### src/rtl/exyz_fifo.sv
// Small request queue between the front end and the back end.
`default_nettype none
module exyz_fifo #(
    parameter int WIDTH = 8,
    parameter int DEPTH = 2
) (
    input  wire              i_clk,
    input  wire              i_rst_n,
    input  wire              i_valid,
    output logic             o_ready,
    input  wire [WIDTH-1:0]  i_data,
    output logic             o_valid,
    input  wire              i_ready,
    output logic [WIDTH-1:0] o_data
);
    localparam int AW = (DEPTH > 1) ? $clog2(DEPTH) : 1;

    logic [WIDTH-1:0] r_mem [DEPTH];
    logic [AW-1:0]    r_wp;
    logic [AW-1:0]    r_rp;
    logic [AW:0]      r_cnt;
    logic             wr;
    logic             rd;

    assign o_ready = r_cnt != (AW+1)'(DEPTH);
    assign o_valid = r_cnt != '0;
    assign o_data  = r_mem[r_rp];
    assign wr = i_valid && o_ready;
    assign rd = o_valid && i_ready;

    // Pointers wrap at the depth.
    always_ff @(posedge i_clk) begin
        if (!i_rst_n) begin
            r_wp  <= '0;
            r_rp  <= '0;
            r_cnt <= '0;
        end else begin
            if (wr) r_wp <= (r_wp == AW'(DEPTH-1)) ? '0 : r_wp + 1'b1;
            if (rd) r_rp <= (r_rp == AW'(DEPTH-1)) ? '0 : r_rp + 1'b1;
            r_cnt <= r_cnt + (AW+1)'(wr) - (AW+1)'(rd);
        end
        if (wr) r_mem[r_wp] <= i_data;
    end

    // The count never exceeds the depth, stays empty without a push and rises on a push without a pop.
    assert property (@(posedge i_clk) disable iff (!i_rst_n)
        r_cnt <= (AW+1)'(DEPTH))
        else $error("queue count overflow");
    assert property (@(posedge i_clk) disable iff (!i_rst_n)
        (r_cnt == '0 && !wr) |=> r_cnt == '0)
        else $error("queue count changed without push");
    assert property (@(posedge i_clk) disable iff (!i_rst_n)
        (wr && !rd) |=> r_cnt == $past(r_cnt) + 1'b1)
        else $error("queue count missed a push");
endmodule
`default_nettype wire

### config.mk
export PLATFORM = sky130hd
export DESIGN_NAME = exyz_fifo
export DESIGN_NICKNAME = d
export VERILOG_FILES = /design/src/rtl/exyz_fifo.sv
export SDC_FILE = /design/constraint.sdc
export NUM_CORES = 1
export LEC_CHECK = 0
export BUFFER_PORTS_ARGS = -buffer_cell sky130_fd_sc_hd__buf_4
export CAP_MARGIN = 20
export CORE_MARGIN = 2
export CORE_UTILIZATION = 48
export CTS_CLUSTER_DIAMETER = 30
export CTS_CLUSTER_SIZE = 14
export DETAILED_ROUTE_END_ITERATION = 8
export GPL_TIMING_DRIVEN = 0
export PLACE_DENSITY = 0.82
export SYNTH_ARGS = -nofsm -noshare
export SYNTH_HDL_FRONTEND = slang
export SYNTH_SLANG_ARGS = --single-unit
### constraint.sdc
create_clock -name i_clk -period 1.6 [get_ports i_clk]
set_input_delay 0.32 -clock i_clk [delete_from_list [all_inputs] [get_ports i_clk]]
set_output_delay 0.32 -clock i_clk [all_outputs]
set_load 0.05 [all_outputs]
**Word-level counts from Yosys, hierarchy flattened**

Memories as Yosys holds them, arrays and structs flattened. A register that Yosys moved wholly into a read port is not among the register bits.
Cells that the tools add are included.

- Add/sub/neg operators: 4
- Eq/ne operators: 1
- Mux-type cells: 6
- Reduce and logical (&&, ||, !) cells: 3

Operator list:

| kind | number |
|---|---|
| 2-to-1 mux 1 bit | 6 |
| adder 1 bit (second input constant) | 2 |
| adder 2 x 1 -> 2 bit | 1 |
| logical AND 1 bit | 2 |
| inequality test 2 bit (second input constant) | 1 |
| nonzero test 2 bit | 1 |
| subtractor 2 x 1 -> 2 bit | 1 |

- Bits in registers: 4
- Memory bits (writable): 16
- Input bits: 12
- Output and inout port bits: 10
- Word-level logic and storage cells: 18
- Memories: 1

Memories:

| memory | depth | width | rd ports | clocked after Yosys merged registers in | wr ports | RTL line | text |
|---|---|---|---|---|---|---|---|
| r_mem | 2 | 8 | 1 | 1 | 1 | 18 | `logic [WIDTH-1:0] r_mem [DEPTH];` |

**Longest topological paths before layout**

- Depth after elaboration: 4
- Gate-level depth with buffers: 6
- Gate-level depth less buffers: 6

**Worst setup path before layout**

OpenSTA, ideal clock, no wires.

- Path type: reg-to-reg
- Start: reg r_cnt[0]
- End: reg r_cnt[0]
- Library setup time: 115 ps
- Arrival time: 1422 ps
- Required time: 1485 ps
- Slack: 63 ps
- Stages on the path, launching flop included: 6
- Path buffers: 0
- Period minus slack after synthesis: 1537 ps
- Cell sequence: dfxtp_1 -> or2_1 -> o21ai_0 -> nor2_1 -> ha_1 -> and2_1

RTL lines:

| item | RTL line | text |
|---|---|---|
| from (decl) | 21 | `logic [AW:0] r_cnt;` |
| from (signal assigned) | 40 | `r_cnt <= r_cnt + (AW+1)'(wr) - (AW+1)'(rd);` |
| nonzero test 2 bit | 26 | `assign o_valid = r_cnt != '0;` |
| net o_valid | 12 | `output logic o_valid,` |
| logical AND 1 bit | 29 | `assign rd = o_valid && i_ready;` |
| subtractor 2 x 1 -> 2 bit | 40 |  |

The timed path passes the listed nets, and every way through them passes these cells.
A chain may end at the register's enable or synchronous reset.

==> impl_results.md <==
* DRC viols at 0
* Comb pwr share at 0.417
* Adder-cell share of the synthesized area at 0.0148
* Post-layout net count at 93
* Final std cells w/o fill at 96
* Mapped Area at roughly 850 um2
* Hold_sp: i_data[5]
* Internal power at 0.00105 W
* CTS Sinks at 21
* HPWL after DPL at 910 um
* Fin. Hold Viols at 0
* Clock root buffer: clkbuf_4
* Via/cell ratio at ~5.3
* # setup viols final at 0
* Fillers at around 130
* Status: finished clean
* Core ar. at between 1500 and 2000 um2
* Largest delay share family, worst path: flip-flops
* Share of layout cells above drive strength 1 at 0.481
* Clock buffer depth at 2
* Largest family of logic cells by synthesized area: multiplexers
* Final Cycle Share at 0.987
* Sequential share of the synthesized area at 0.686
* Worst r2r path cells at 6
* Critical Path RT at around 1300 ps
* Relative slew margins at 0.801
* Detailed-route via count at about 510
* Worst Setup Path Type: reg -> out
* IO Port Bufs at 21
* Hold Buf Count CTS at 0
* Max Clock Skew at around 2.3 ps
* Die Y at approximately 46 um
* Clk pwr share at 0.146
* Compound-cell area share of the yosys netlist at 0.0621
* Final Max Slew Viols at 0
* GRT Resource Usage Total at 0.129
* # diodes at 0
* CTS buffer count at 3
* Max VDD drop at roughly 0.00084 V
* Most frequent cells in the layout: edfxtp_1, buf_4, buf_6
* WHS at 208 ps
* Net switching power at 0.000574 W
* Sw Ratio at 0.353
* Worst Hold Depth at 1
* Skew-Pair Late Insertion Delay at 290 ps
* Yosys reg bits at 21
* Register share of total power at 0.437
* Syn Area/Cell at roughly 16 um2
* Min Clock Period, post-route at between 1500 and 2000 ps
* Post-route total power at between 0.0015 and 0.002 W
* Worst Path Max Fanout at 8
* Crit path arrival time at between 1000 and 1500 ps
* Max Cap Violations at 0
* First-pass GRT wire length at approximately 1800 um
* CTS tree: done
* Initial Utilization at 0.501
* Post-DRT Antenna Nets at 0
* Die Footprint at about 2100 um2
* Pwr dens at between 1000 and 1500 nW/um2
* Die W at 46.0 um
* R2r endpoint: r_cnt[1]
* Num rows at 15
* H-tree depth at 1
* Syn Nets at between 60 and 70
* CP Buf/Inv Count at 2
* Clk pin slew, worst setup/hold paths at 100 ps
* Most common cell after layout, fill and taps aside: edfxtp_1
* Xor-xnor portion of the synthesized cell area at 0.0104
* Total gr overflow at 0
* Slowest cell delay on critical path at ~350 ps
* Critical path cell sequence: buf_8, mux2_2, buf_6
* RSZ-0062 raised after global routing: true
* Placed cell count at between 90 and 100
* I/O Pins at 22
* Yosys Warn Count at 0
* Post-CTS Setup Bufs at 0
* Synth Area in Simple Gates at 0.0976
* Fmax at ~630 MHz
* Worst slew pin tran at 298 ps
* Mux cell area share after synthesis at 0.118
* R2R Setup Slk at between 200 and 250 ps
* Routed wire length at roughly 1200 um
* Routability congestion estimate at about 0.66
* WL per Instance at around 13 um
* Min-Delay Endpoint: r_mem[1][5]
* Syn Inst Count at 54
* Number of global-route vias before repair at around 460
* Critical Path Source Type: register
* Worst Setup End Kind: output pin
* First-pass DRT Iterations at 4
* Largest net degree at the start of global routing at 12
* Iteration-0 DRC Markers at 15
* Worst r2r src: r_cnt[1]
* Hold Path Class: in -> reg
* Synth cell types at 23
* Area Overhead vs Synth at 30.5%
* CP max-delay cell: dfxtp_2
* Initial antenna violation count at 0
* Pleak at ~0.43 nW
==> layer usage <==
metal / vias to the layer above / global-route usage / wire (um)
li1: 250 / - / -
met2: 17 / 0.239 / 636
met5: - / 0 / 0
met3: 2 / 0.0437 / 68
met4: 0 / 0.0686 / 19
met1: 236 / 0.122 / 503
==> final cells by class <==
type                    instances  area (um2)  area share
multi-input cells              31         264       0.239
plain buffers                   1        15.0      0.0136
clock buffers                   4        26.3      0.0238
well taps                      17        21.3      0.0193
flip-flops and latches         21         582       0.527
repair buffers                 21         191       0.173
inverters                       1        3.75     0.00340
==> power groups by stage <==
| stage | clock [W] | combinational (W) | sequential (W) |
|---|---|---|---|
| 2_1_floorplan | 0 | 0.000456 | 0.000709 |
| 3_3_place_gp | 0 | 0.000599 | 0.000714 |
| 3_5_place_dp | 0 | 0.000613 | 0.000718 |
| 4_1_cts | 0.000245 | 0.000663 | 0.000707 |
| 5_1_grt | 0.000272 | 0.000714 | 0.000719 |
| 6_report | 0.000237 | 0.000677 | 0.000710 |
==> synth_stat cells <==
library cell  instances  area share
xnor2_1               1       0.010
ha_1                  1       0.015
a21oi_1               1      0.0059
nand2_1               2      0.0089
inv_1                 1      0.0044
and2_1                3       0.022
or2_1                 1      0.0074
o311ai_2              1       0.019
o21ai_1               1      0.0059
nand2b_2              1       0.010
mux2i_1               1       0.012
dfxtp_1               5        0.12
nand3_1               2       0.012
mux2_2                8        0.11
o21ai_0               1      0.0059
a21boi_2              1       0.013
a21bo_1               1       0.012
nor2_1                1      0.0044
nand3b_1              1      0.0089
nand2b_1              2       0.015
buf_2                 1      0.0059
and3_2                1      0.0089
edfxtp_1             16        0.57
==> logic make-up after synthesis <==
group           Yosys count
compound gates            6
xor+xnor                  1
fa+ha+maj                 1
buf+inv                   2
flops                    21
mux                       9
simple gates             14
==> state kept, by name, indices dropped and copies added (netlist names), named ones only <==
register / count
r_cnt: 2
r_rp: 1
r_mem: 16
r_wp: 1
==> stage by stage <==
step	util	TNS (ps)	worst slack, ps	area [um2]
3_5_place_dp	0.607	0	233	1020
2_1_floorplan	-	0	63.4	846
5_1_grt	0.653	-177	-34.0	1100
4_1_cts	0.644	0	2.57	1090
6_report	0.653	0	20.5	1100
3_3_place_gp	0.607	0	246	1020
==> how the worst max path moves through the flow <==
stage          startpoint        end  slack [ps]  cells after the start
2_1_floorplan    r_cnt[0]   r_cnt[0]          60                      5
3_3_place_gp     register  o_data[7]         250                      3
3_5_place_dp     register  o_data[4]         230                      3
4_1_cts          register  o_data[4]           3                      3
5_1_grt          register  o_data[6]         -30                      3
6_report         register  o_data[5]          20                      3
==> timing repair <==
| item | 4_1_cts | 5_1_grt |
|---|---|---|
| endpoints found under the hold margin | 0 | 0 |
| endpoints found under the setup margin | 8 | 8 |
| resized for setup | 10 | 5 |
Power figures use the tool's default switching activity.
