==> src/rtl/exyz_pkg.sv <==
// Package for the Euler XYZ rotation matrix block: types, constants and tables.
`default_nettype none
package exyz_pkg;

    localparam int ANGLE_FRAC_BITS = 13;
    localparam int ELEM_FRAC_BITS  = 14;
    localparam int CORDIC_STEPS    = 16;

    // Internal fixed-point word: signed Q30 in 34 bits covers +-pi and gain growth.
    localparam int QW = 34;

    localparam logic signed [QW-1:0] Q30_ONE     = 34'sd1073741824;
    localparam logic signed [QW-1:0] Q30_PI      = 34'sd3373259426;
    localparam logic signed [QW-1:0] Q30_HALF_PI = 34'sd1686629713;
    localparam logic signed [QW-1:0] CORDIC_GAIN = 34'sh026DD3B6A;

    typedef struct packed {
        logic signed [15:0] angle_x;
        logic signed [15:0] angle_y;
        logic signed [15:0] angle_z;
    } t_in;

    typedef struct packed {
        logic [1:0]         row_index;
        logic signed [15:0] elem_col0;
        logic signed [15:0] elem_col1;
        logic signed [15:0] elem_col2;
        logic signed [15:0] elem_col3;
        logic               last_row;
    } t_out;

    // Reduced angle request handed from the front end to the back end.
    typedef struct packed {
        logic signed [QW-1:0] z;
        logic                 flip;
    } t_ang;

    typedef struct packed {
        t_ang ax;
        t_ang ay;
        t_ang az;
    } t_req;

    function automatic logic signed [QW-1:0] atan_q30(input logic [4:0] i);
        logic signed [QW-1:0] v;
        begin
            case (i)
                5'd0:  v = 34'sh03243F6A8;
                5'd1:  v = 34'sh01DAC6705;
                5'd2:  v = 34'sh00FADBAFC;
                5'd3:  v = 34'sh007F56EA6;
                5'd4:  v = 34'sh003FEAB76;
                5'd5:  v = 34'sh001FFD55B;
                5'd6:  v = 34'sh000FFFAAA;
                5'd7:  v = 34'sh0007FFF55;
                5'd8:  v = 34'sh0003FFFEA;
                5'd9:  v = 34'sh0001FFFFD;
                5'd10: v = 34'sh0000FFFFF;
                5'd11: v = 34'sh00007FFFF;
                5'd12: v = 34'sh00003FFFF;
                5'd13: v = 34'sh00001FFFF;
                5'd14: v = 34'sh00000FFFF;
                5'd15: v = 34'sh000007FFF;
                5'd16: v = 34'sh000003FFF;
                5'd17: v = 34'sh000001FFF;
                5'd18: v = 34'sh000000FFF;
                5'd19: v = 34'sh0000007FF;
                5'd20: v = 34'sh0000003FF;
                5'd21: v = 34'sh0000001FF;
                5'd22: v = 34'sh0000000FF;
                5'd23: v = 34'sh00000007F;
                5'd24: v = 34'sh00000003F;
                5'd25: v = 34'sh00000001F;
                5'd26: v = 34'sh00000000F;
                5'd27: v = 34'sh000000008;
                5'd28: v = 34'sh000000004;
                5'd29: v = 34'sh000000002;
                5'd30: v = 34'sh000000001;
                default: v = '0;
            endcase
            return v;
        end
    endfunction

endpackage
`default_nettype wire

==> src/rtl/exyz_front.sv <==
// Front end: takes angle requests, clamps them and folds them into [-pi/2, pi/2].
`default_nettype none
module exyz_front #(
    parameter int ANGLE_FRAC_BITS = exyz_pkg::ANGLE_FRAC_BITS
) (
    input  wire              i_clk,
    input  wire              i_rst_n,
    input  wire              i_valid,
    output logic             o_ready,
    input  exyz_pkg::t_in    i_data,
    output logic             o_valid,
    input  wire              i_ready,
    output exyz_pkg::t_req   o_req
);
    localparam int SH = 30 - ANGLE_FRAC_BITS;

    logic           r_valid;
    exyz_pkg::t_req r_req;
    exyz_pkg::t_req n_req;

    // Clamp one angle to [-pi, pi] and fold it into the CORDIC range.
    function automatic exyz_pkg::t_ang reduce(input logic signed [15:0] a);
        logic signed [exyz_pkg::QW-1:0] z;
        exyz_pkg::t_ang r;
        begin
            z = exyz_pkg::QW'(a) <<< SH;
            if (z > exyz_pkg::Q30_PI) z = exyz_pkg::Q30_PI;
            if (z < -exyz_pkg::Q30_PI) z = -exyz_pkg::Q30_PI;
            r.flip = 1'b0;
            if (z > exyz_pkg::Q30_HALF_PI) begin
                z = z - exyz_pkg::Q30_PI;
                r.flip = 1'b1;
            end else if (z < -exyz_pkg::Q30_HALF_PI) begin
                z = z + exyz_pkg::Q30_PI;
                r.flip = 1'b1;
            end
            r.z = z;
            return r;
        end
    endfunction

    always_comb begin
        n_req.ax = reduce(i_data.angle_x);
        n_req.ay = reduce(i_data.angle_y);
        n_req.az = reduce(i_data.angle_z);
    end

    assign o_ready = !r_valid || i_ready;
    assign o_valid = r_valid;
    assign o_req   = r_req;

    // One-deep output register toward the queue.
    always_ff @(posedge i_clk) begin
        if (!i_rst_n) begin
            r_valid <= 1'b0;
        end else if (o_ready) begin
            r_valid <= i_valid;
        end
        if (o_ready && i_valid) begin
            r_req <= n_req;
        end
    end
endmodule
`default_nettype wire

==> config.mk <==
export PLATFORM = sky130hd
export DESIGN_NAME = exyz_front
export DESIGN_NICKNAME = d
export VERILOG_FILES = /design/src/rtl/exyz_pkg.sv /design/src/rtl/exyz_front.sv
export SDC_FILE = /design/constraint.sdc
export NUM_CORES = 1
export LEC_CHECK = 0
export BUFFER_PORTS_ARGS = -buffer_cell sky130_fd_sc_hd__clkbuf_2
export CORE_MARGIN = 1
export CORE_UTILIZATION = 55
export DETAILED_ROUTE_END_ITERATION = 12
export PLACE_DENSITY = 0.82
export SYNTH_ARGS = -nofsm -noshare
export SYNTH_HDL_FRONTEND = slang
export SYNTH_SLANG_ARGS = --single-unit
export TNS_END_PERCENT = 30
==> constraint.sdc <==
create_clock -name i_clk -period 12.37 [get_ports i_clk]
set_input_delay 0.6185 -clock i_clk [delete_from_list [all_inputs] [get_ports i_clk]]
set_output_delay 0.6185 -clock i_clk [all_outputs]
set_load 0.02 [all_outputs]
== Word-level counts from Yosys, hierarchy flattened ==
Cells that the tools add are included.

* Flip-flop bits (word level): 106
* Output and inout bits: 107
* Logic and storage cells: 43

* Add/subtract/negate cells: 6
* $lt $le $gt $ge: 12
* Multiplexer cells: 15
* Reductions and logical operators: 3

{| class="wikitable"
|+ Operators by type and width
! cell !! count
|-
| $mux W34 || 12
|-
| $add A34 B33 Y34 const B || 3
|-
| $gt A34 B32 Y1 const B || 3
|-
| $lt A34 B32 Y1 const B || 3
|-
| $lt A34 B33 Y1 const B || 3
|-
| $sub A34 B33 Y34 const B || 3
|-
| $gt A33 B33 Y1 const B || 3
|-
| $mux W1 || 3
|-
| $logic_and A1 B1 Y1 || 1
|-
| $logic_not A1 Y1 || 1
|-
| $logic_or A1 B1 Y1 || 1
|}

== Logic depth before layout (Yosys ltp) ==
Gate-level depths: netlist (run 1).

* Depth after elaboration: 7
* Depth in mapped cells: 26
* Depth with buffers taken out: 21

== Least setup slack after synthesis (run 1) ==
OpenSTA, ideal clock, no wires.

* Path type: input to register
* From: in i_data[19] (netlist bit)
* To: reg r_req (netlist bit o_req[62]), data pin
* Library setup time: 254 ps
* Data arrival time: 5,777 ps
* Data required time: 12,116 ps
* Setup slack: 6,338 ps
* Stages: 24
* Cells stage by stage: buf_2 -> o41a_1 -> o31a_1 -> or3_1 -> a31o_2 -> ha_1 -> buf_2 -> clkbuf_1 -> nor2_1 -> o211ai_1 -> a21boi_0 -> o41ai_1 -> ha_1 -> clkbuf_1 -> clkbuf_1 -> or2_2 -> ha_1 -> nor2b_1 -> o21bai_1 -> a221o_1 -> clkbuf_1 -> o21ai_0 -> mux2_4 -> o21a_1

{| class="wikitable"
|+ RTL lines
! item !! RTL line !! text
|-
| from (decl) || exyz_front.sv:10 || <nowiki>input exyz_pkg::t_in i_data,</nowiki>
|-
| to (signal assigned) || exyz_front.sv:60 || <nowiki>r_req <= n_req;</nowiki>
|-
| to (decl) || exyz_front.sv:18 || <nowiki>exyz_pkg::t_req r_req;</nowiki>
|}

==> results of run 1 <==
how the worst max path moves through the flow:
stage                 end  slack, ns  depth (start not counted)
6_report        o_req[30]       5.95                         21
5_1_grt        o_req[104]       5.47                         23
4_1_cts         o_req[30]       5.98                         21
3_5_place_dp    o_req[30]       5.64                         21
3_3_place_gp    o_req[30]       5.71                         21
2_1_floorplan   o_req[62]       6.34                         24
layout by cell type, fill, tap and decap left out, types with 16 or more instances in the layout:
cell type  count
clkbuf_2     155
nor2_1        72
edfxtp_1      72
nand2_1       51
a21oi_1       44
o21ai_0       29
inv_1         22
nand3_1       22
xnor2_1       17
nor2b_1       16
power by group:
group | switching (W) | internal, W | total (W)
Sequential | 0.0000146 | 0.000327 | 0.000342
Clock | 0.000118 | 0.000139 | 0.000257
Combinational | 0.000257 | 0.000132 | 0.000390
area by class of cell:
cell class	count	area (µm²)	share of cell area [%]
repair buffers	161	821	11.7
well taps	140	175	2.49
inverters	23	86.3	1.23
clock buffers	9	225	3.20
multi-input cells	539	3490	49.6
clock inverters	7	60.1	0.853
flip-flops and latches	73	2180	31.0
through the flow:
stage                     area [µm²]  util [%]  setup WS [ns]  hold slack, ns
after global routing            7040      64.4           5.47           0.510
after global placement          6750      61.8           5.71           0.533
after floorplan                 6210         -           6.34           0.750
final                           7040      64.4           5.95           0.511
after CTS                       7040      64.4           5.98           0.510
after detailed placement        6750      61.8           5.64           0.577
flip-flops by register name, indices dropped and copies added, names as in the netlist:
name     cells
o_valid      1
o_req       72
kinds of logic (layout without fill, tap and decap cells):
family,count (synthesis),after routing,share of synthesized area (%)
flip-flops,73,73,35.2
AO/OA/AOI/OAI,229,229,26.8
XOR/XNOR,23,23,3.25
multiplexers,4,4,0.746
other,1,3,0.0605
AND/OR/NAND/NOR,265,265,22.2
adder cells (fa/ha/maj),15,15,3.03
buffers and inverters,104,200,8.75
metal layers:
layer  routed length, µm  share of wire (%)
met1                7090                 41
met5                   0                  0
met3                1590                9.2
met2                8130                 47
met4                 465                2.7
==> flow_metrics.tcl, run 1 <==
set metrics [dict create \
    status "complete, no violations" \
    clk_pin_slew_ns 0.07 \
    fill_cells 973 \
    syn_area_um2 6200 \
    setup_viol 0 \
    syn_area_per_cell_um2 8.69 \
    synth_top_area_share_pct 34.9 \
    post_cts_resized 0 \
    setup-tns-final_ns 0 \
    regToRegSetupSlack_ns 10.75 \
    seq_area_frac_synth_pct 35.2 \
    tightest_slew_ns 1.08 \
    ys_seq_elements 73 \
    async_reset_ff_share_pct 0 \
    crit_path_max_fanout 42 \
    cp.required_ns 12.47 \
    rows 38 \
    nNetsFinal 874 \
    synth_flop_cell "edfxtp_1" \
    clock_sinks 73 \
    overflow 0 \
    gr-usage-met1_pct 40.4 \
    h-tree-depth 3 \
    met2_usage_pct 48.0 \
    r2r_cells 2 \
    drv_cap 0 \
    synth_edf_count 72 \
    crit_slowest_cell "o41ai_1" \
    finalCriticalPeriod_ns 6.42 \
    dr.pass1.iters 5 \
    drive_above_1_share_pct 26.5 \
    antenna_cells 0 \
    first_iter_violations 612 \
    globalplace.congestion 0.989 \
    antenna_found_initial 0 \
    core_um2 10900 \
    synth_common_cells "72 x edfxtp_1, 72 x nor2_1, 51 x nand2_1" \
    start_kind "input port" \
    grt_util_all_layers_pct 30.4 \
    die_w_um 108 \
    clock_path_buffers 2 \
    holdCritPathClass "input port to register" \
    cts_made_buffers 9 \
    power_density_nw_per_um2 140 \
    ant_nets 0 \
    irDropWorstVdd_uv 74.5 \
    max_stage_delay_ns 0.55 \
    grt_pass1_wl_um 28000 \
    r2r-end "o_req[30]" \
    min-delay-start "i_rst_n" \
    ios 159 \
    holdBufCountCts 0 \
    hold_depth 2 \
    crit_type "input port to register" \
    wirelength_um 17300 \
    crit_family "compound AO/OA/AOI/OAI gates" \
    synthDistinctLibCells 82 \
    report.final.slew_viol_count 0 \
    finalCritPeriodShare_pct 51.9 \
    grt_start_max_net_pins 73 \
    start_util_pct 56.7 \
    vias 6114 \
    drc 0 \
    postCtsSetupRepairBufs 0 \
    die_area_um2 11700 \
    synth_top_area_cell "edfxtp_1" \
    rsz0062_at_grt "no" \
    crit_top_cell "ha_1" \
    slew_headroom_pct 27.7 \
    finClkSkew_ns 0.00922 \
    holdPathEnd "o_valid" \
    clockRootBuffer "clkbuf_16" \
    fin_cells 952 \
    port_buffers 155 \
    place_hpwl_um 12200 \
    cts_tree "built" \
    critPathCaptureType "register" \
    path_cells "clkbuf_2, o41ai_1, a21boi_0, o311ai_0, nand2b_1, ha_1, buf_4, nand3b_1, o31ai_1, a31oi_1, nor2_1, o41ai_1, ha_1, buf_4, or2_2, ha_1, a211o_1, a211o_1, and2_1, a32oi_1, mux2_2" \
    areaGrowthSynthToFinish_pct 13.5 \
    wl_per_cell_um 18.1 \
    crit_start "i_data[4]" \
    clk_latency_ns 0.34 \
    crit_buf_inv 3 \
    post_synth_main_area_contributors "edfxtp_1 35%, nor2_1 4.4%, buf_4 4.2%, a21oi_1 3.5%, nand2_1 3.1%" \
    synthCells 714 \
    die_height_um 108 \
    first_global_vias 5597 \
    gr-usage-met3_pct 5.85 \
    finalHoldViolCount 0 \
    max_freq_mhz 156 \
    dp_cells 936 \
    power.leakage_nw 2.78 \
    p_total_w 0.000989 \
    worstReg2RegStart "o_valid" \
    top_usage_layer "met2" \
    yosys_warnings 0 \
    arrival_ns 6.52 \
    avgViaCountPerCell 6.42 \
]
No activity file was read; power rests on OpenSTA's default activity.
==> inputs of run 2 (changes only) <==
--- a/config.mk
+++ b/config.mk
@@ -5,11 +5,12 @@
 export SDC_FILE = /design/constraint.sdc
 export NUM_CORES = 1
 export LEC_CHECK = 0
+export ABC_AREA = 1
 export BUFFER_PORTS_ARGS = -buffer_cell sky130_fd_sc_hd__clkbuf_2
 export CORE_MARGIN = 1
 export CORE_UTILIZATION = 55
 export DETAILED_ROUTE_END_ITERATION = 12
-export PLACE_DENSITY = 0.82
+export PLACE_DENSITY = 0.81
 export SYNTH_ARGS = -nofsm -noshare
 export SYNTH_HDL_FRONTEND = slang
 export SYNTH_SLANG_ARGS = --single-unit
==> constraint.sdc (replaced) <==
create_clock -name i_clk -period 6.3 [get_ports i_clk]
set_input_delay 0.315 -clock i_clk [delete_from_list [all_inputs] [get_ports i_clk]]
set_output_delay 0.315 -clock i_clk [all_outputs]
set_load 0.02 [all_outputs]
==> run 2 against run 1 <==
  * Sequential share of layout area down 4.0 points
  * Non-clock buffer count unchanged
  * Core utilization down 0.55 points
  * Final cell count increased by 47%
  * Routed wire length rose by 9.2%
  * Clock power increased by 110%
  * Count of clock-buffer cells in the layout unchanged
  * Power grew 130%
  * Synthesized cell count grew 55%
  * Worst setup slack worse by 5.1 ns
  * Highest routed layer unchanged
==> flow_metrics.tcl, run 2 <==
set metrics [dict create \
    first_global_vias 6378 \
    port_buffers 155 \
    overflow 0 \
    fin_cells 1399 \
    ios 159 \
    post_cts_resized 0 \
    clk_latency_ns 0.35 \
    synth_most_common_cell "nand2_1" \
    antenna_cells 0 \
    synth_top_area_share_pct 30.1 \
    areaGrowthSynthToFinish_pct 12.5 \
    worstReg2RegStart "o_valid" \
    r2r_cells 2 \
    wirelength_um 18900 \
    core_um2 12700 \
    power_density_nw_per_um2 284 \
    fill_cells 1230 \
    seq_area_frac_synth_pct 30.4 \
    holdPathEnd "o_valid" \
    tightest_slew_ns 0.898 \
    slew_headroom_pct 39.7 \
    die_w_um 116 \
    synth_compound_area_share_pct 10.8 \
    drc 0 \
    synth-simple-area-share_pct 39.2 \
    grt_pass1_wl_um 30500 \
    synthDistinctLibCells 44 \
    synth_top_family_by_area "simple AND/OR/NAND/NOR gates" \
    holdCritPathClass "input port to register" \
    finClkSkew_ns 0.00717 \
    syn_area_um2 7180 \
    cp.required_ns 6.39 \
    clk_pin_slew_ns 0.06 \
    synth_top_area_cell "edfxtp_1" \
    nNetsFinal 1289 \
    drv_cap 0 \
    syn_area_per_cell_um2 6.47 \
    synth_flop_cell "edfxtp_1" \
    wl_per_cell_um 13.5 \
    final_cell_mix "401 x nand2_1, 155 x clkbuf_2, 118 x nor2_1" \
    clock_path_buffers 2 \
    grt_util_all_layers_pct 28.8 \
    multiInputGateArea_um2 4100 \
    grt_start_max_net_pins 73 \
    dr.pass1.iters 7 \
    synthCells 1110 \
    start_util_pct 56.7 \
    rsz0062_at_grt "no" \
    report.final.slew_viol_count 0 \
    dp_cells 1383 \
    antenna_found_initial 0 \
    start_kind "input port" \
    finalHoldViolCount 0 \
    post_synth_main_area_contributors "edfxtp_1 30%, nand2_1 21%, nor2_1 6.2%, nand3_1 5.6%, inv_1 5.4%" \
    ys_seq_elements 73 \
    first_iter_violations 688 \
    status "complete, no violations" \
    async_reset_ff_share_pct 0 \
    regToRegSetupSlack_ns 4.70 \
    min-delay-start "i_rst_n" \
    setup-tns-final_ns 0 \
    power.leakage_nw 4.18 \
    vias 7447 \
    globalplace.congestion 0.990 \
    die_height_um 116 \
    cts_made_buffers 9 \
    die_area_um2 13500 \
    synth_edf_count 72 \
    layout_commonest_cell "nand2_1" \
    max_freq_mhz 184 \
    crit_path_max_fanout 20 \
    clock_sinks 73 \
    synth-xor-area-share_pct 4.14 \
    hold_depth 2 \
    setup_viol 0 \
    synth_fa_ha_area_share_pct 2.61 \
    synth.area.mux_share_pct 0 \
    r2r-end "o_req[52]" \
    largest_reg_flops 72 \
    postCtsSetupRepairBufs 0 \
    critPathCaptureType "register" \
    clockRootBuffer "clkbuf_16" \
    avgViaCountPerCell 5.32 \
    finalCriticalPeriod_ns 5.43 \
    seq_area_um2 2180 \
    ant_nets 0 \
    synth_common_cells "401 x nand2_1, 118 x nor2_1, 104 x inv_1" \
    arrival_ns 5.52 \
    yosys_warnings 0 \
    holdBufCountCts 0 \
    rows 41 \
    crit_type "input port to register" \
    cts_tree "built" \
    irDropWorstVdd_uv 177 \
    finalCritPeriodShare_pct 86.2 \
    drive_above_1_share_pct 19.5 \
    place_hpwl_um 14400 \
    h-tree-depth 3 \
]
[run 2: per-stage QoR]
stage / setup slack [ns] / hold WS (ns) / utilization (%) / instance area, µm² / total power [W]
2_1_floorplan: 1.85 / 0.469 / - / 7190 / 0.00154
3_3_place_gp: 0.649 / 0.539 / 61.4 / 7780 / 0.00176
3_5_place_dp: 0.559 / 0.555 / 61.4 / 7780 / 0.00176
4_1_cts: 0.920 / 0.198 / 63.8 / 8090 / 0.00229
5_1_grt: 0.304 / 0.204 / 63.8 / 8090 / 0.00247
6_report: 0.871 / 0.201 / 63.8 / 8090 / 0.00230
[run 2: worst max path at each step]
stage | start | end | slack [ns] | cells past startpoint
final | i_data[22] | o_req[37] | 0.87 | 24
after global routing | i_data[20] | o_req[37] | 0.30 | 24
after CTS | i_data[22] | o_req[37] | 0.92 | 24
after detailed placement | i_data[22] | o_req[37] | 0.56 | 24
after global placement | i_data[22] | o_req[37] | 0.65 | 24
after floorplan | o_valid | o_req[0] | 1.85 | 1
[run 2: critical path, stage by stage]
cell      delay (ns)
clkbuf_2        0.09
nor3_1          0.18
a21oi_1         0.09
o31ai_1         0.20
nand2_1         0.08
a31o_2          0.21
ha_1            0.44
inv_2           0.26
nand2_1         0.17
nor4_1          0.27
o21ai_0         0.12
a21oi_1         0.12
o21ai_0         0.09
ha_1            0.48
inv_1           0.57
nand2_1         0.35
ha_1            0.33
a21oi_1         0.13
nand3_1         0.08
nand2_1         0.08
nand2_1         0.08
nand3_1         0.45
nand2_1         0.19
xor2_1          0.17
[run 2: layer usage]
metal / vias up / share of wire [%] / GRT usage, % / wire length [µm]
met5: - / 0 / 0 / 0
met4: 0 / 1.8 / 10.2 / 331
met3: 29 / 8.6 / 5.19 / 1620
met2: 354 / 43 / 42.7 / 8150
met1: 3279 / 46 / 41.8 / 8760
li1: 3785 / - / - / -
[run 2: layout make-up]
type / instances / share of cell area [%]
clock buffers: 9 / 2.79
clock inverters: 7 / 0.959
inverters: 123 / 5.77
multi-input cells: 854 / 50.7
flip-flops and latches: 73 / 27.0
well taps: 172 / 2.66
repair buffers: 161 / 10.2
[run 2: cells by family after synthesis]
logic type                 Yosys count
DFF                                 73
AOI/OAI and AO/OA                  133
other                                1
adders and majority gates           15
buffers and inverters              185
xor gates and xnor gates            34
and+or+nand+nor                    669
[run 2: where the power goes]
group	total, W	switching, W	internal (W)	leakage (nW)
Combinational	0.00109	0.000762	0.000325	3.32
Sequential	0.000686	0.0000310	0.000655	0.714
Clock	0.000527	0.000216	0.000311	0.142
==> inputs of run 3 (changes only) <==
--- a/config.mk
+++ b/config.mk
@@ -5,10 +5,9 @@
 export SDC_FILE = /design/constraint.sdc
 export NUM_CORES = 1
 export LEC_CHECK = 0
-export ABC_AREA = 1
 export BUFFER_PORTS_ARGS = -buffer_cell sky130_fd_sc_hd__clkbuf_2
 export CORE_MARGIN = 1
-export CORE_UTILIZATION = 55
+export CORE_UTILIZATION = 54
 export DETAILED_ROUTE_END_ITERATION = 12
 export PLACE_DENSITY = 0.81
 export SYNTH_ARGS = -nofsm -noshare
==> run 3 against run 2 <==
  * Routed wire length down 3.0%
  * Via count down 16%
  * Register-to-register slack worse by 0.02 ns
  * Sequential power down 2%
  * Final cell count down 31%
  * Core utilization up 0.74 points
  * Critical path depth down 5
  * Flip-flop and latch count unchanged
  * Worst hold slack worse by 0.0042 ns
  * Clock skew down 0.0030 ns
  * Critical path type unchanged
  * Maximum frequency down 5.2%
  * Clock power up 5.1%
==> flow_metrics.tcl, run 3 (synthesis gave the netlist of run 1 again) <==
set metrics [dict create \
    status "complete, no violations" \
    grt_start_max_net_pins 73 \
    start_util_pct 56.2 \
    first_iter_violations 543 \
    setup-tns-final_ns 0 \
    cts_tree "built" \
    setup_slack_ns 0.574 \
    wirelength_um 18300 \
    finClkSkew_ns 0.00421 \
    largest_reg_flops 72 \
    irDropWorstVdd_uv 185 \
    port_buffers 155 \
    critPathCaptureType "register" \
    power.leakage_nw 2.83 \
    die_w_um 109 \
    globalplace.congestion 1.06 \
    power_density_nw_per_um2 282 \
    layout_commonest_cell "clkbuf_2" \
    grt_pass1_wl_um 28500 \
    rsz0062_at_grt "no" \
    drc 0 \
    setup_viol 0 \
    antenna_cells 0 \
    die_area_um2 11900 \
    clk_pin_slew_ns 0.06 \
    avgViaCountPerCell 6.51 \
    finalCritPeriodShare_pct 90.9 \
    arrival_ns 5.82 \
    tightest_slew_ns 0.953 \
    vias 6245 \
    pre_cts_ws_ns 0.390 \
    post_cts_resized 0 \
    cp.required_ns 6.40 \
    clock_sinks 73 \
    final_cell_mix "155 x clkbuf_2, 72 x nor2_1, 72 x edfxtp_1" \
    wl_per_cell_um 19.1 \
    ant_nets 0 \
    finalHoldViolCount 0 \
    clockRootBuffer "clkbuf_16" \
    drv_cap 0 \
    worstReg2RegStart "o_valid" \
    dr.pass1.iters 5 \
    rows 38 \
    crit_path_max_fanout 18 \
    finalCriticalPeriod_ns 5.73 \
    grt_util_all_layers_pct 31.2 \
    core_um2 11000 \
    place_hpwl_um 13100 \
    holdCritPathClass "input port to register" \
    crit_start "i_data[22]" \
    first_global_vias 5729 \
    r2r-end "o_req[89]" \
    max_freq_mhz 175 \
    regToRegSetupSlack_ns 4.68 \
    crit_type "input port to register" \
    cts_made_buffers 9 \
    ios 159 \
    clock_path_buffers 2 \
    report.final.slew_viol_count 0 \
    antenna_found_initial 0 \
    h-tree-depth 3 \
    overflow 0 \
    slew_headroom_pct 36.5 \
    start_kind "input port" \
    drive_above_1_share_pct 27.1 \
    areaGrowthSynthToFinish_pct 14.8 \
    die_height_um 109 \
    nNetsFinal 881 \
    r2r_cells 2 \
    holdBufCountCts 0 \
    postCtsSetupRepairBufs 0 \
    clk_latency_ns 0.35 \
    fill_cells 975 \
    crit_end "o_req[63]" \
]
run 3: changes by cell type in the layout (fill, tap and decap cells not counted), moves of 12 or more:
cell,change
inv_2,-17
xor2_1,-26
nor2b_1,+16
a21oi_1,+20
nor2_1,-46
a211oi_1,+12
o21ai_0,-19
or3_1,+12
inv_1,-82
xnor2_1,+15
nand2_1,-350
nand3_1,-59
run 3: power breakdown:
| group | internal (W) | total, W | leakage, nW | switching (W) |
|---|---|---|---|---|
| registers | 0.000643 | 0.000670 | 0.713 | 0.0000277 |
| clock network | 0.000331 | 0.000554 | 0.148 | 0.000223 |
| logic | 0.000268 | 0.000783 | 1.97 | 0.000515 |
run 3: worst min path at each step:
stage,start,to,slack [ns],depth (start not counted)
CTS,i_rst_n,o_valid,0.19,2
global placement,o_valid,o_valid,0.52,2
floorplan,i_valid,o_valid,0.45,2
global route,i_rst_n,o_valid,0.19,2
detailed placement,o_valid,o_valid,0.55,2
finish,i_rst_n,o_valid,0.20,2
run 3: critical path, stage by stage:
cell and delay [ns]:
clkbuf_2 0.17, o41a_1 0.46, o31a_1 0.28, or3_1 0.37
a31o_2 0.27, ha_1 0.32, nand4b_1 0.27, nor3_1 0.31
o211ai_1 0.12, a21boi_0 0.23, o41ai_1 0.09, ha_1 0.35
buf_4 0.21, or2_1 0.41, o31ai_1 0.68, a2bb2oi_4 0.28
a21oi_1 0.29, a21oi_1 0.07, o32a_1 0.31
run 3: per-layer routing:
layer  routed length [µm]  track usage, %
met5                    0               0
met2                 8590            49.4
met1                 7410            39.5
met4                  612            16.8
met3                 1690            6.99
run 3: final cells by class:
type,instances,area [µm²],share of cell area [%]
Multi-Input combinational cell,539,3490,49.0
Sequential cell,73,2180,30.6
Timing Repair Buffer,168,873,12.3
Clock buffer,11,253,3.55
Tap cell,140,175,2.46
Inverter,23,86.3,1.21
Clock inverter,5,62.6,0.879
run 3: per-stage QoR:
step / util [%] / instances / cell area [µm²] / hold WS [ns] / total power, W
2_1_floorplan: - / 716 / 6210 / 0.454 / 0.00125
3_3_place_gp: 61.7 / 943 / 6810 / 0.520 / 0.00144
3_5_place_dp: 61.7 / 943 / 6810 / 0.549 / 0.00145
4_1_cts: 64.6 / 959 / 7120 / 0.192 / 0.00201
5_1_grt: 64.6 / 959 / 7120 / 0.193 / 0.00211
6_report: 64.6 / 959 / 7120 / 0.197 / 0.00201
